===== src/hw/rtl/nts_pkg.sv =====
`default_nettype none
package nts_pkg;

    localparam int BUF_CHARS = 64;
    localparam int ADDR_W = $clog2(BUF_CHARS);
    localparam int CNT_W = $clog2(BUF_CHARS + 1);
    localparam int MUL_STEPS = ADDR_W;
    localparam int STEP_W = (MUL_STEPS > 1) ? $clog2(MUL_STEPS) : 1;

    localparam logic [7:0] LETTER_BASE = 8'h41;
    localparam logic [7:0] CHAR_CR = 8'h0D;
    localparam logic [7:0] CHAR_LF = 8'h0A;
    localparam logic [7:0] CHAR_NUL = 8'h00;

    localparam logic DIR_ENCODE = 1'b0;
    localparam logic DIR_DECODE = 1'b1;

    typedef struct packed {
        logic [7:0] data_byte;
        logic       is_last;
    } in_item_t;

    typedef struct packed {
        logic [7:0] out_byte;
        logic       out_last;
        logic       overflow;
    } out_item_t;

    typedef struct packed {
        logic              we;
        logic [ADDR_W-1:0] waddr;
        logic [7:0]        wdata;
        logic              re;
        logic [ADDR_W-1:0] raddr_a;
        logic [ADDR_W-1:0] raddr_b;
    } mem_ctl_t;

    typedef struct packed {
        logic              start;
        logic [ADDR_W-1:0] x;
        logic [ADDR_W-1:0] y;
        logic [CNT_W-1:0]  len;
    } mm_req_t;

    typedef struct packed {
        logic              done;
        logic [ADDR_W-1:0] prod;
    } mm_rsp_t;

    typedef enum logic [3:0] {
        ST_IDLE,
        ST_EXP_RD,
        ST_EXP_W1,
        ST_EXP_W2,
        ST_SW_START,
        ST_SW_WAIT,
        ST_SW_RD,
        ST_SW_CHK,
        ST_SW_WI,
        ST_SW_WJ,
        ST_PK_RD,
        ST_PK_W,
        ST_OUT_RD,
        ST_OUT_EM
    } state_t;

    function automatic logic is_blocked(input logic [7:0] c);
        return (c == CHAR_CR) || (c == CHAR_LF) || (c == CHAR_NUL);
    endfunction

endpackage
`default_nettype wire


===== src/hw/rtl/nts_buf.sv =====
`default_nettype none
module nts_buf (
    input  wire logic             clk,
    input  wire nts_pkg::mem_ctl_t ctl,
    output logic [7:0]            rdata_a,
    output logic [7:0]            rdata_b
);

    logic [7:0] mem [nts_pkg::BUF_CHARS];

    always_ff @(posedge clk)
    begin
        if (ctl.we)
        begin
            mem[ctl.waddr] <= ctl.wdata;
        end
    end

    always_ff @(posedge clk)
    begin
        if (ctl.re)
        begin
            rdata_a <= mem[ctl.raddr_a];
            rdata_b <= mem[ctl.raddr_b];
        end
    end

endmodule
`default_nettype wire


===== src/hw/rtl/nts_modmul.sv =====
`default_nettype none
module nts_modmul (
    input  wire logic             clk,
    input  wire logic             rst_n,
    input  wire nts_pkg::mm_req_t req,
    output nts_pkg::mm_rsp_t      rsp
);

    localparam logic [nts_pkg::STEP_W-1:0] LastStep = nts_pkg::STEP_W'(nts_pkg::MUL_STEPS - 1);
    localparam logic [nts_pkg::STEP_W-1:0] StepOne = 1;

    logic                         busy_reg;
    logic                         done_reg;
    logic [nts_pkg::STEP_W-1:0]   cnt_reg;
    logic [nts_pkg::ADDR_W-1:0]   acc_reg;
    logic [nts_pkg::ADDR_W-1:0]   acc_next;
    logic [nts_pkg::ADDR_W-1:0]   x_reg;
    logic [nts_pkg::ADDR_W-1:0]   y_reg;
    logic [nts_pkg::CNT_W-1:0]    len_reg;

    logic [nts_pkg::CNT_W:0] len_x;
    logic [nts_pkg::CNT_W:0] t1;
    logic [nts_pkg::CNT_W:0] t1_red;
    logic [nts_pkg::CNT_W:0] t2;
    logic [nts_pkg::CNT_W:0] t2_red;

    // one double-and-add step modulo len, msb of the multiplier first
    always_comb
    begin
        len_x  = {1'b0, len_reg};
        t1     = {{(nts_pkg::CNT_W - nts_pkg::ADDR_W){1'b0}}, acc_reg, 1'b0};
        t1_red = (t1 >= len_x) ? (t1 - len_x) : t1;
        t2     = t1_red;
        if (y_reg[nts_pkg::ADDR_W-1])
        begin
            t2 = t1_red + {{(nts_pkg::CNT_W + 1 - nts_pkg::ADDR_W){1'b0}}, x_reg};
        end
        t2_red   = (t2 >= len_x) ? (t2 - len_x) : t2;
        acc_next = t2_red[nts_pkg::ADDR_W-1:0];
    end

    always_ff @(posedge clk or negedge rst_n)
    begin
        if (!rst_n)
        begin
            busy_reg <= 1'b0;
            done_reg <= 1'b0;
            cnt_reg  <= '0;
        end
        else if (req.start)
        begin
            busy_reg <= 1'b1;
            done_reg <= 1'b0;
            cnt_reg  <= '0;
        end
        else if (busy_reg)
        begin
            cnt_reg <= cnt_reg + StepOne;
            if (cnt_reg == LastStep)
            begin
                busy_reg <= 1'b0;
                done_reg <= 1'b1;
            end
        end
        else
        begin
            done_reg <= 1'b0;
        end
    end

    always_ff @(posedge clk)
    begin
        if (req.start)
        begin
            acc_reg <= '0;
            x_reg   <= req.x;
            y_reg   <= req.y;
            len_reg <= req.len;
        end
        else if (busy_reg)
        begin
            acc_reg <= acc_next;
            y_reg   <= {y_reg[nts_pkg::ADDR_W-2:0], 1'b0};
        end
    end

    assign rsp.done = done_reg;
    assign rsp.prod = acc_reg;

endmodule
`default_nettype wire


===== src/hw/rtl/nibble_text_scramble_codec_top.sv =====
// after the last item, encode expands each byte into two letters (states EXP_RD, EXP_W1, EXP_W2),
// then swaps each letter, then reads and emits each result byte
// decode swaps each letter, packs each letter pair into a byte, then reads and emits each result
// each swap is set by the shared modulo multiply unit: 3 products of 6 steps each
// throughput: non-last items are taken one per cycle; busy holds while a message is processed
// reset clears the control state, fill count, drop flag and direction; buffer is not cleared
`default_nettype none
module nibble_text_scramble_codec_top (
    input  wire logic               clk,
    input  wire logic               rst_n,
    input  wire logic               start,
    output logic                    busy,
    input  wire nts_pkg::in_item_t  item,
    output logic                    strobe,
    output nts_pkg::out_item_t      result,
    input  wire logic               cfg_we,
    input  wire logic               cfg_data
);

    localparam logic [nts_pkg::CNT_W-1:0] CntOne = 1;
    localparam logic [nts_pkg::CNT_W-1:0] CntFull = nts_pkg::CNT_W'(nts_pkg::BUF_CHARS);
    localparam logic [nts_pkg::CNT_W-1:0] CntHalf = nts_pkg::CNT_W'(nts_pkg::BUF_CHARS / 2);
    localparam logic [1:0] PassLast = 2'd2;

    nts_pkg::state_t state_reg;
    nts_pkg::state_t state_next;

    logic                       dir_reg;
    logic [nts_pkg::CNT_W-1:0]  fill_reg;
    logic [nts_pkg::CNT_W-1:0]  fill_next;
    logic                       dropped_reg;
    logic                       dropped_next;
    logic                       run_dir_reg;
    logic                       run_dir_next;
    logic                       ovf_reg;
    logic                       ovf_next;
    logic [nts_pkg::CNT_W-1:0]  len_reg;
    logic [nts_pkg::CNT_W-1:0]  len_next;
    logic [nts_pkg::CNT_W-1:0]  cnt_reg;
    logic [nts_pkg::CNT_W-1:0]  cnt_next;
    logic [nts_pkg::CNT_W-1:0]  idx_reg;
    logic [nts_pkg::CNT_W-1:0]  idx_next;
    logic [1:0]                 pass_reg;
    logic [1:0]                 pass_next;
    logic [nts_pkg::ADDR_W-1:0] r_reg;
    logic [nts_pkg::ADDR_W-1:0] r_next;
    logic [nts_pkg::ADDR_W-1:0] j_reg;
    logic [nts_pkg::ADDR_W-1:0] j_next;

    nts_pkg::mem_ctl_t mem_ctl;
    nts_pkg::mm_req_t  mm_req;
    nts_pkg::mm_rsp_t  mm_rsp;
    logic [7:0]        rdata_a;
    logic [7:0]        rdata_b;

    logic                       accept;
    logic                       buf_full;
    logic [nts_pkg::CNT_W-1:0]  fill_after;
    logic [nts_pkg::CNT_W-1:0]  enc_m;
    logic [nts_pkg::CNT_W-1:0]  enc_len;
    logic [nts_pkg::CNT_W-1:0]  km1;
    logic                       swap_last;
    logic                       res_last;
    logic                       pk_last;
    logic                       blocked;
    logic [7:0]                 hi_off;
    logic [7:0]                 packed_byte;

    nts_buf u_buf (
        .clk     (clk),
        .ctl     (mem_ctl),
        .rdata_a (rdata_a),
        .rdata_b (rdata_b)
    );

    nts_modmul u_modmul (
        .clk   (clk),
        .rst_n (rst_n),
        .req   (mm_req),
        .rsp   (mm_rsp)
    );

    always_comb
    begin
        accept     = start && (state_reg == nts_pkg::ST_IDLE);
        buf_full   = (fill_reg == CntFull);
        fill_after = buf_full ? fill_reg : (fill_reg + CntOne);
        enc_m      = (fill_after > CntHalf) ? CntHalf : fill_after;
        enc_len    = {enc_m[nts_pkg::CNT_W-2:0], 1'b0};
        km1        = idx_reg - CntOne;
        swap_last  = (run_dir_reg == nts_pkg::DIR_ENCODE) ? (idx_reg == (len_reg - CntOne))
                                                          : (idx_reg == '0);
        res_last   = (idx_reg == (cnt_reg - CntOne));
        pk_last    = res_last;
        blocked    = nts_pkg::is_blocked(rdata_a) || nts_pkg::is_blocked(rdata_b);
        hi_off     = rdata_a - nts_pkg::LETTER_BASE;
        packed_byte = {hi_off[3:0], 4'b0000} + rdata_b - nts_pkg::LETTER_BASE;
    end

    // next state
    always_comb
    begin
        state_next = state_reg;
        case (state_reg)
            nts_pkg::ST_IDLE:
            begin
                if (accept && item.is_last)
                begin
                    state_next = (dir_reg == nts_pkg::DIR_ENCODE) ? nts_pkg::ST_EXP_RD
                                                                  : nts_pkg::ST_SW_START;
                end
            end
            nts_pkg::ST_EXP_RD:   state_next = nts_pkg::ST_EXP_W1;
            nts_pkg::ST_EXP_W1:   state_next = nts_pkg::ST_EXP_W2;
            nts_pkg::ST_EXP_W2:
            begin
                state_next = (idx_reg == CntOne) ? nts_pkg::ST_SW_START : nts_pkg::ST_EXP_RD;
            end
            nts_pkg::ST_SW_START: state_next = nts_pkg::ST_SW_WAIT;
            nts_pkg::ST_SW_WAIT:
            begin
                if (mm_rsp.done)
                begin
                    state_next = (pass_reg == PassLast) ? nts_pkg::ST_SW_RD
                                                        : nts_pkg::ST_SW_START;
                end
            end
            nts_pkg::ST_SW_RD:    state_next = nts_pkg::ST_SW_CHK;
            nts_pkg::ST_SW_CHK,
            nts_pkg::ST_SW_WJ:
            begin
                if ((state_reg == nts_pkg::ST_SW_CHK) && !blocked)
                begin
                    state_next = nts_pkg::ST_SW_WI;
                end
                else if (!swap_last)
                begin
                    state_next = nts_pkg::ST_SW_START;
                end
                else if (run_dir_reg == nts_pkg::DIR_ENCODE)
                begin
                    state_next = nts_pkg::ST_OUT_RD;
                end
                else
                begin
                    state_next = (cnt_reg == '0) ? nts_pkg::ST_IDLE : nts_pkg::ST_PK_RD;
                end
            end
            nts_pkg::ST_SW_WI:    state_next = nts_pkg::ST_SW_WJ;
            nts_pkg::ST_PK_RD:    state_next = nts_pkg::ST_PK_W;
            nts_pkg::ST_PK_W:
            begin
                state_next = pk_last ? nts_pkg::ST_OUT_RD : nts_pkg::ST_PK_RD;
            end
            nts_pkg::ST_OUT_RD:   state_next = nts_pkg::ST_OUT_EM;
            nts_pkg::ST_OUT_EM:
            begin
                state_next = res_last ? nts_pkg::ST_IDLE : nts_pkg::ST_OUT_RD;
            end
            default:              state_next = nts_pkg::ST_IDLE;
        endcase
    end

    // outputs: memory, multiply unit, result, strobe and busy
    always_comb
    begin
        mem_ctl         = '0;
        mm_req          = '0;
        mm_req.len      = len_reg;
        mm_req.y        = idx_reg[nts_pkg::ADDR_W-1:0];
        mm_req.x        = (pass_reg == 2'd0) ? idx_reg[nts_pkg::ADDR_W-1:0] : r_reg;
        strobe          = 1'b0;
        result.out_byte = rdata_a;
        result.out_last = res_last;
        result.overflow = ovf_reg;
        busy            = (state_reg != nts_pkg::ST_IDLE);
        case (state_reg)
            nts_pkg::ST_IDLE:
            begin
                if (accept && !buf_full)
                begin
                    mem_ctl.we    = 1'b1;
                    mem_ctl.waddr = fill_reg[nts_pkg::ADDR_W-1:0];
                    mem_ctl.wdata = item.data_byte;
                end
            end
            nts_pkg::ST_EXP_RD:
            begin
                mem_ctl.re      = 1'b1;
                mem_ctl.raddr_a = km1[nts_pkg::ADDR_W-1:0];
            end
            nts_pkg::ST_EXP_W1:
            begin
                mem_ctl.we    = 1'b1;
                mem_ctl.waddr = {km1[nts_pkg::ADDR_W-2:0], 1'b1};
                mem_ctl.wdata = nts_pkg::LETTER_BASE + {4'b0000, rdata_a[3:0]};
            end
            nts_pkg::ST_EXP_W2:
            begin
                mem_ctl.we    = 1'b1;
                mem_ctl.waddr = {km1[nts_pkg::ADDR_W-2:0], 1'b0};
                mem_ctl.wdata = nts_pkg::LETTER_BASE + {4'b0000, rdata_a[7:4]};
            end
            nts_pkg::ST_SW_START:
            begin
                mm_req.start = 1'b1;
            end
            nts_pkg::ST_SW_RD:
            begin
                mem_ctl.re      = 1'b1;
                mem_ctl.raddr_a = idx_reg[nts_pkg::ADDR_W-1:0];
                mem_ctl.raddr_b = j_reg;
            end
            nts_pkg::ST_SW_WI:
            begin
                mem_ctl.we    = 1'b1;
                mem_ctl.waddr = idx_reg[nts_pkg::ADDR_W-1:0];
                mem_ctl.wdata = rdata_b;
            end
            nts_pkg::ST_SW_WJ:
            begin
                mem_ctl.we    = 1'b1;
                mem_ctl.waddr = j_reg;
                mem_ctl.wdata = rdata_a;
            end
            nts_pkg::ST_PK_RD:
            begin
                mem_ctl.re      = 1'b1;
                mem_ctl.raddr_a = {idx_reg[nts_pkg::ADDR_W-2:0], 1'b0};
                mem_ctl.raddr_b = {idx_reg[nts_pkg::ADDR_W-2:0], 1'b1};
            end
            nts_pkg::ST_PK_W:
            begin
                mem_ctl.we    = 1'b1;
                mem_ctl.waddr = idx_reg[nts_pkg::ADDR_W-1:0];
                mem_ctl.wdata = packed_byte;
            end
            nts_pkg::ST_OUT_RD:
            begin
                mem_ctl.re      = 1'b1;
                mem_ctl.raddr_a = idx_reg[nts_pkg::ADDR_W-1:0];
            end
            nts_pkg::ST_OUT_EM:
            begin
                strobe = 1'b1;
            end
            default:
            begin
                strobe = 1'b0;
            end
        endcase
    end

    // datapath registers
    always_comb
    begin
        fill_next    = fill_reg;
        dropped_next = dropped_reg;
        run_dir_next = run_dir_reg;
        ovf_next     = ovf_reg;
        len_next     = len_reg;
        cnt_next     = cnt_reg;
        idx_next     = idx_reg;
        pass_next    = pass_reg;
        r_next       = r_reg;
        j_next       = j_reg;
        case (state_reg)
            nts_pkg::ST_IDLE:
            begin
                if (accept)
                begin
                    fill_next    = fill_after;
                    dropped_next = dropped_reg || buf_full;
                    if (item.is_last)
                    begin
                        fill_next    = '0;
                        dropped_next = 1'b0;
                        run_dir_next = dir_reg;
                        pass_next    = 2'd0;
                        if (dir_reg == nts_pkg::DIR_ENCODE)
                        begin
                            ovf_next = dropped_reg || buf_full || (fill_after > CntHalf);
                            len_next = enc_len;
                            cnt_next = enc_len;
                            idx_next = enc_m;
                        end
                        else
                        begin
                            ovf_next = dropped_reg || buf_full;
                            len_next = fill_after;
                            cnt_next = {1'b0, fill_after[nts_pkg::CNT_W-1:1]};
                            idx_next = fill_after - CntOne;
                        end
                    end
                end
            end
            nts_pkg::ST_EXP_W2:
            begin
                idx_next = (idx_reg == CntOne) ? '0 : km1;
            end
            nts_pkg::ST_SW_WAIT:
            begin
                if (mm_rsp.done)
                begin
                    if (pass_reg == PassLast)
                    begin
                        j_next    = mm_rsp.prod;
                        pass_next = 2'd0;
                    end
                    else
                    begin
                        r_next    = mm_rsp.prod;
                        pass_next = pass_reg + 2'd1;
                    end
                end
            end
            nts_pkg::ST_SW_CHK,
            nts_pkg::ST_SW_WJ:
            begin
                if ((state_reg == nts_pkg::ST_SW_WJ) || blocked)
                begin
                    if (swap_last)
                    begin
                        idx_next = '0;
                    end
                    else if (run_dir_reg == nts_pkg::DIR_ENCODE)
                    begin
                        idx_next = idx_reg + CntOne;
                    end
                    else
                    begin
                        idx_next = km1;
                    end
                end
            end
            nts_pkg::ST_PK_W:
            begin
                idx_next = pk_last ? '0 : (idx_reg + CntOne);
            end
            nts_pkg::ST_OUT_EM:
            begin
                idx_next = idx_reg + CntOne;
            end
            default:
            begin
                idx_next = idx_reg;
            end
        endcase
    end

    always_ff @(posedge clk or negedge rst_n)
    begin
        if (!rst_n)
        begin
            state_reg   <= nts_pkg::ST_IDLE;
            dir_reg     <= nts_pkg::DIR_ENCODE;
            fill_reg    <= '0;
            dropped_reg <= 1'b0;
            run_dir_reg <= nts_pkg::DIR_ENCODE;
            len_reg     <= '0;
            cnt_reg     <= '0;
            idx_reg     <= '0;
            pass_reg    <= 2'd0;
        end
        else
        begin
            state_reg   <= state_next;
            fill_reg    <= fill_next;
            dropped_reg <= dropped_next;
            run_dir_reg <= run_dir_next;
            len_reg     <= len_next;
            cnt_reg     <= cnt_next;
            idx_reg     <= idx_next;
            pass_reg    <= pass_next;
            if (cfg_we)
            begin
                dir_reg <= cfg_data;
            end
        end
    end

    always_ff @(posedge clk)
    begin
        ovf_reg <= ovf_next;
        r_reg   <= r_next;
        j_reg   <= j_next;
    end

endmodule
`default_nettype wire

===== config.mk =====
export PLATFORM = sky130hd
export DESIGN_NAME = nibble_text_scramble_codec_top
export DESIGN_NICKNAME = d
export VERILOG_FILES = /design/src/hw/rtl/nts_pkg.sv /design/src/hw/rtl/nts_buf.sv /design/src/hw/rtl/nts_modmul.sv /design/src/hw/rtl/nibble_text_scramble_codec_top.sv
export SDC_FILE = /design/constraint.sdc
export NUM_CORES = 1
export LEC_CHECK = 0
export ABC_AREA = 1
export BUFFER_PORTS_ARGS = -buffer_cell sky130_fd_sc_hd__buf_4
export CAP_MARGIN = 30
export CORE_MARGIN = 2
export CORE_UTILIZATION = 28
export DETAILED_ROUTE_END_ITERATION = 10
export PLACE_DENSITY = 0.39
export SYNTH_ARGS = -nofsm -noshare
export SYNTH_HDL_FRONTEND = slang
export SYNTH_SLANG_ARGS = --single-unit

===== constraint.sdc =====
create_clock -name clk -period 17.9 [get_ports clk]
set_clock_uncertainty 0.2 [all_clocks]
set_input_delay 3.58 -clock clk [delete_from_list [all_inputs] [get_ports clk]]
set_output_delay 3.58 -clock clk [all_outputs]
set_load 0.005 [all_outputs]

; Word level (Yosys, flattened, before mapping)
; Memories as Yosys holds them, arrays and structs flattened. A register that Yosys moved wholly into a read port is not among the register bits.
; Index checks and enable logic that the tools add are counted.
[op_classes]
add_sub_neg = 16
multipliers = 0
div_mod_pow = 0
magnitude_cmp = 3
n_eq_ne = 29
n_shift = 0
mux = 56
n_bitwise = 1
reduce_logical = 33
[op_table]
columns = operator, n
row1 = 7-bit 2-to-1 mux, 13
row2 = 15-bit case mux with 6 select lines, 1
row3 = 4-bit case mux with 13 select lines, 1
row4 = 7-bit case mux with 5 select lines, 1
row5 = 8-bit by 4-bit == test with 1-bit output (second input constant), 4
row6 = 4-bit 2-to-1 mux, 7
row7 = 7-bit by 1-bit subtractor with 7-bit output (second input constant), 4
row8 = 4-bit == test (second input constant), 6
row9 = 6-bit 2-to-1 mux, 4
row10 = 7-bit case mux with 3 select lines, 1
row11 = 7-bit by 4-bit adder with 8-bit output (first input constant), 2
row12 = 4-bit by 3-bit == test with 1-bit output (second input constant), 4
row13 = 8-bit logical NOT, 2
row14 = 8-bit 2-to-1 mux, 2
row15 = 15-bit 2-to-1 mux, 1
row16 = 3-bit 2-to-1 mux, 5
row17 = 7-bit by 1-bit adder with 7-bit output (second input constant), 2
row18 = 7-bit == test, 2
row19 = 7-bit logical NOT, 2
row20 = 1-bit 2-to-1 mux, 13
row21 = 6-bit case mux with 2 select lines, 1
row22 = 2-bit 2-to-1 mux, 5
row23 = 3-bit AND reduction, 3
row24 = 8-bit by 6-bit adder with 8-bit output, 1
row25 = 32 further kinds, 51
[word_totals]
ff_bits = 80
latch_bits = 0
ramBits = 512
rom_bits = 0
inputBits = 14
out_inout_bits = 12
elab_cells = 158
n_memories = 1
[memory_table]
columns = memory, depth, word_bits, read_ports, rd_clocked_by_memory_dff, wr, line
row1 = u_buf.mem, 64, 8, 2, 2, 1, nts_buf.sv:9  ; logic [7:0] mem [nts_pkg::BUF_CHARS];

; Logic depth before layout (Yosys ltp)
[logic_depth]
ltp_word = 8
ltp_mapped = 29
depth_no_buf = 29

; Cells and area by module
; A second synthesis with hierarchy kept.
[hier_totals]
cells_unflattened = 4024
area_unflattened_um2 = 34119.0
[modules_own_cells]
columns = mod, instances, cells_per_inst, area_each_um2, seq_area_each_um2
row1 = nts_buf, 1, 3008, 26945.8, 15855.2
row2 = nibble_text_scramble_codec_top, 1, 731, 4845.9, 1316.3
row3 = nts_modmul, 1, 285, 2327.2, 815.8

; Worst setup path after synthesis
; OpenSTA, ideal clock, no wires.
[synth_timing]
kind = register -> register
start = register state_reg[3]
end = memory u_buf.mem[0][2], data pin
setup_time_ns = 1.008
t_arrival_ns = 5.596
required_ns = 16.692
setup_slack_ns = 11.096
stages_incl_launch_ff = 8
n_path_buf = 1
synth_period_minus_slack_ns = 6.804
cell_sequence = dfrtp_1 > nor2_2 > nand2_1 > clkbuf_1 > o21ai_0 > ha_1 > nor2_1 > o311ai_0
[synth_lines]
columns = item, line
row1 = start: declaration, nibble_text_scramble_codec_top.sv:25  ; nts_pkg::state_t state_reg;
row2 = start signal: assignment, nibble_text_scramble_codec_top.sv:355  ; state_reg <= nts_pkg::ST_IDLE;
row3 = start signal: assignment, nibble_text_scramble_codec_top.sv:367  ; state_reg <= state_next;
row4 = end: declaration, nts_buf.sv:9

==> run_results.csv <==
group,metric,value,unit
yosys,synth.yosys.seq_area_share,0.5247,
placement,place_congestion,0.8608,
outcome,outcome,"finished, final reports clean",
routing,firstDrtPassIters,6,
cells_and_area,fin_nets,4052,
cts,post_cts_resized,0,
global_route,grt_max_degree,129,
die,core,121700,sq um
sta,grt_setup_unrepaired,"false",
sta,tns,0,ps
die,die_w,353.9,um
power,vdd_ir_drop_max,0.00006210,V
cts,cts_tree,"built",
cts,cts.sinks,608,
setup_path,critPathMaxFanout,11,
yosys,synth_xor_area_frac,0.008687,
yosys,synthSimpleGateAreaFrac,0.3174,
routing,num_vias,29506,
cts,clockBufferDepth,3,
cells_and_area,final_core_util,0.3150,
yosys,synth_seq_cells,608,
cells_and_area,reg_top3,"u_buf.mem x512, u_buf.rdata_a x8, u_buf.rdata_b x8",
setup_path,required,14120,ps
die,die_area,125200,sq um
sta,hold_violations,0,
yosys,synth_ff_type,"edfxtp_1",
placement,io_buffers,25,
routing,drt-wirelength-per-cell,24.83,um
sta,max-slew-margin-rel,0.3192,
die,std_cell_rows,128,
power,p_leak,15.57,nW
cells_and_area,syn_to_final_growth,11.83,%
sta,setup_viol,0,
global_route,antenna_found_initial,3,
cts,clock_latency,650,ps
cells_and_area,antenna_cells,0,
die,boundaryPins,26,
sta,min_period,6499,ps
routing,met3_length,8570,um
cts,clkTransAtPathRegs,60,ps
sta,final_max_slew_viol_count,0,
routing,topRoutingLayerUsed,"met5",
routing,antenna_left,0,
sta,hold_ws,297.6,ps
yosys,synth.net_count,4142,
cts,hold_buffers,0,
cells_and_area,final_cell_area,38340,sq um
placement,placed_cell_area,35930,sq um
yosys,yosys-mux-area-fraction,0.0002920,
sta,worstMarginPinSlew,1021,ps
global_route,track_usage,0.2212,
min_path,hp-class,"register to register",
die,die_y,353.9,um
global_route,grt_overflow,0,
run,maxCapViolCount,0,
placement,dpl.hpwl,89390,um
yosys,synth_compound_area_frac,0.05424,
setup_path,cp-start-kind,"register",
yosys,async_reset_ff_frac,0.06908,
cts,h-tree-depth,3,
power,power_density,80.77,nW/um^2
yosys,synth_cells,4074,
routing,drc_errors,0,
power,finalPower,0.003096,W
yosys,netlist_area,34280,sq um
routing,wl_met2,64450,um
setup_path,critical_path.endpoint_type,"output port",
sta,fmax,153.9,MHz
setup_path,criticalPathCategory,"register to output port",
global_route,grt_pass1_vias,28349,
routing,routed_via_density,5.208,
yosys,yosysWarnings,0,
yosys,synth-edff-count,560,
yosys,syn_avg_cell_area,8.414,sq um
routing,drt_iter0_drc,3326,
cells_and_area,drive_above_1_share,0.06386,
die,start_util,0.2816,
yosys,synth_top_family_by_area,"simple AND/OR/NAND/NOR gates",
cts,cts_buffers,73,
cells_and_area,largest_register,"u_buf.mem",
yosys,synth_fa_ha_area_frac,0.02059,
yosys,synth_cell_types,56,
routing,met1Wirelength,63640,um
setup_path,worstPathArrival,2720,ps
routing,drt-total-wl,140700,um
global_route,grt_pass1_wl,204500,um
cells_and_area,largest_reg_flops,512,
sta,finalCritPeriodShare,0.3631,
cts,cts_root_buffer,"clkbuf_16",
cts,postCtsSetupBuffers,0,
metrics by stage:
stage	instances	setup slack (ps)
global route	5665	11080
CTS	5665	11370
finish	5665	11400
global placement	5531	10890
detailed placement	5534	11040
floorplan	4074	11100
cells in the mapped netlist (7+ instances only):
cell type / instances / area share
nand2_1: 1250 / 0.14
nand3_1: 1024 / 0.15
edfxtp_1: 560 / 0.49
inv_1: 330 / 0.036
buf_2: 189 / 0.028
nor2_1: 160 / 0.018
o211ai_1: 109 / 0.024
o21ai_0: 62 / 0.0091
ha_1: 50 / 0.018
dfrtp_1: 42 / 0.031
a21oi_1: 35 / 0.0051
clkbuf_1: 32 / 0.0035
xor2_1: 24 / 0.0061
nand4_1: 20 / 0.0036
o22ai_1: 19 / 0.0035
buf_4: 18 / 0.0039
inv_2: 14 / 0.0015
buf_1: 12 / 0.0013
nor3_1: 11 / 0.0016
or2_2: 11 / 0.0020
nand2_2: 10 / 0.0018
xnor2_1: 10 / 0.0026
o21ai_1: 9 / 0.0013
a22oi_1: 7 / 0.0015
routing by layer:
layer,GRT usage,up-vias
met5,0,-
met4,0.06153,2
met3,0.03165,175
met2,0.3521,1046
met1,0.3131,14590
li1,-,13693
path summary, 6_finish.rpt:
| kind | endpoint | startpoint | cells after the start | slack (ps) |
|---|---|---|---|---|
| hold / removal | u_modmul.len_reg[1] | len_reg[1] | 0 | 300 |
| setup reg to reg | u_buf.rdata_a[2] | idx_reg[0] | 16 | 12360 |
| setup / recovery | result[1] | idx_reg[4] | 9 | 11400 |
| min in group asynchronous | u_modmul.done_reg | rst_n | 1 | 2750 |
| max in group asynchronous | idx_reg[1] | rst_n | 1 | 14250 |
| hold reg to reg | u_modmul.len_reg[1] | len_reg[1] | 0 | 300 |
kinds of logic (layout without fill, tap and decap cells):
family / after synthesis / in the layout
and+or+nand+nor: 2502 / 2502
adders and majority gates: 54 / 54
AOI/OAI and AO/OA: 279 / 279
xor gates and xnor gates: 34 / 34
buffers and inverters: 596 / 562
DFF: 608 / 608
muxes: 1 / 1
power by group:
group / switching, W / internal, W / leakage [nW]
combinational: 0.0000180 / 0.00000887 / 9.90
sequential: 0.00000374 / 0.00153 / 4.51
clock: 0.000638 / 0.000897 / 1.16
total: 0.000659 / 0.00244 / 15.6
critical path, stage by stage, from the launching register on:
cell      delay (ps)
dfrtp_1          640
clkinv_1         480
nor2_1           250
o21ai_0          100
nand2_1           70
nand3_1           60
nor2_1            80
nand2_1          190
inv_1            100
buf_4            110
placed cells by master (no fill, tap or decap), drive strengths merged, types with 3 or more instances in the layout:
| cell | count |
|---|---|
| or2 | 11 |
| inv | 345 |
| a211oi | 3 |
| o21ai | 75 |
| xnor2 | 10 |
| fa | 4 |
| nor2 | 166 |
| clkinv | 30 |
| xor2 | 24 |
| buf | 86 |
| o22ai | 20 |
| o2111ai | 3 |
| a21boi | 3 |
| nand3 | 1025 |
| clkbuf | 85 |
| a31oi | 5 |
| nand4 | 20 |
| bufinv | 9 |
| a22oi | 7 |
| a21oi | 36 |
| ha | 50 |
| dfrtp | 42 |
| nor3 | 11 |
| nand2 | 1264 |
| edfxtp | 560 |
| o211ai | 109 |
| clkinvlp | 7 |
| o21a | 3 |
| dfxtp | 6 |
cell type report:
class	count	area (sq um)
Multi-Input combinational cell	2870	13910
Fill cell	12806	83380
Tap cell	1625	2033
Clock buffer	85	1914
Clock inverter	46	489.2
Sequential cell	608	17990
Inverter	345	1303
Timing Repair Buffer	86	698.2
Power figures use the tool's default switching activity.
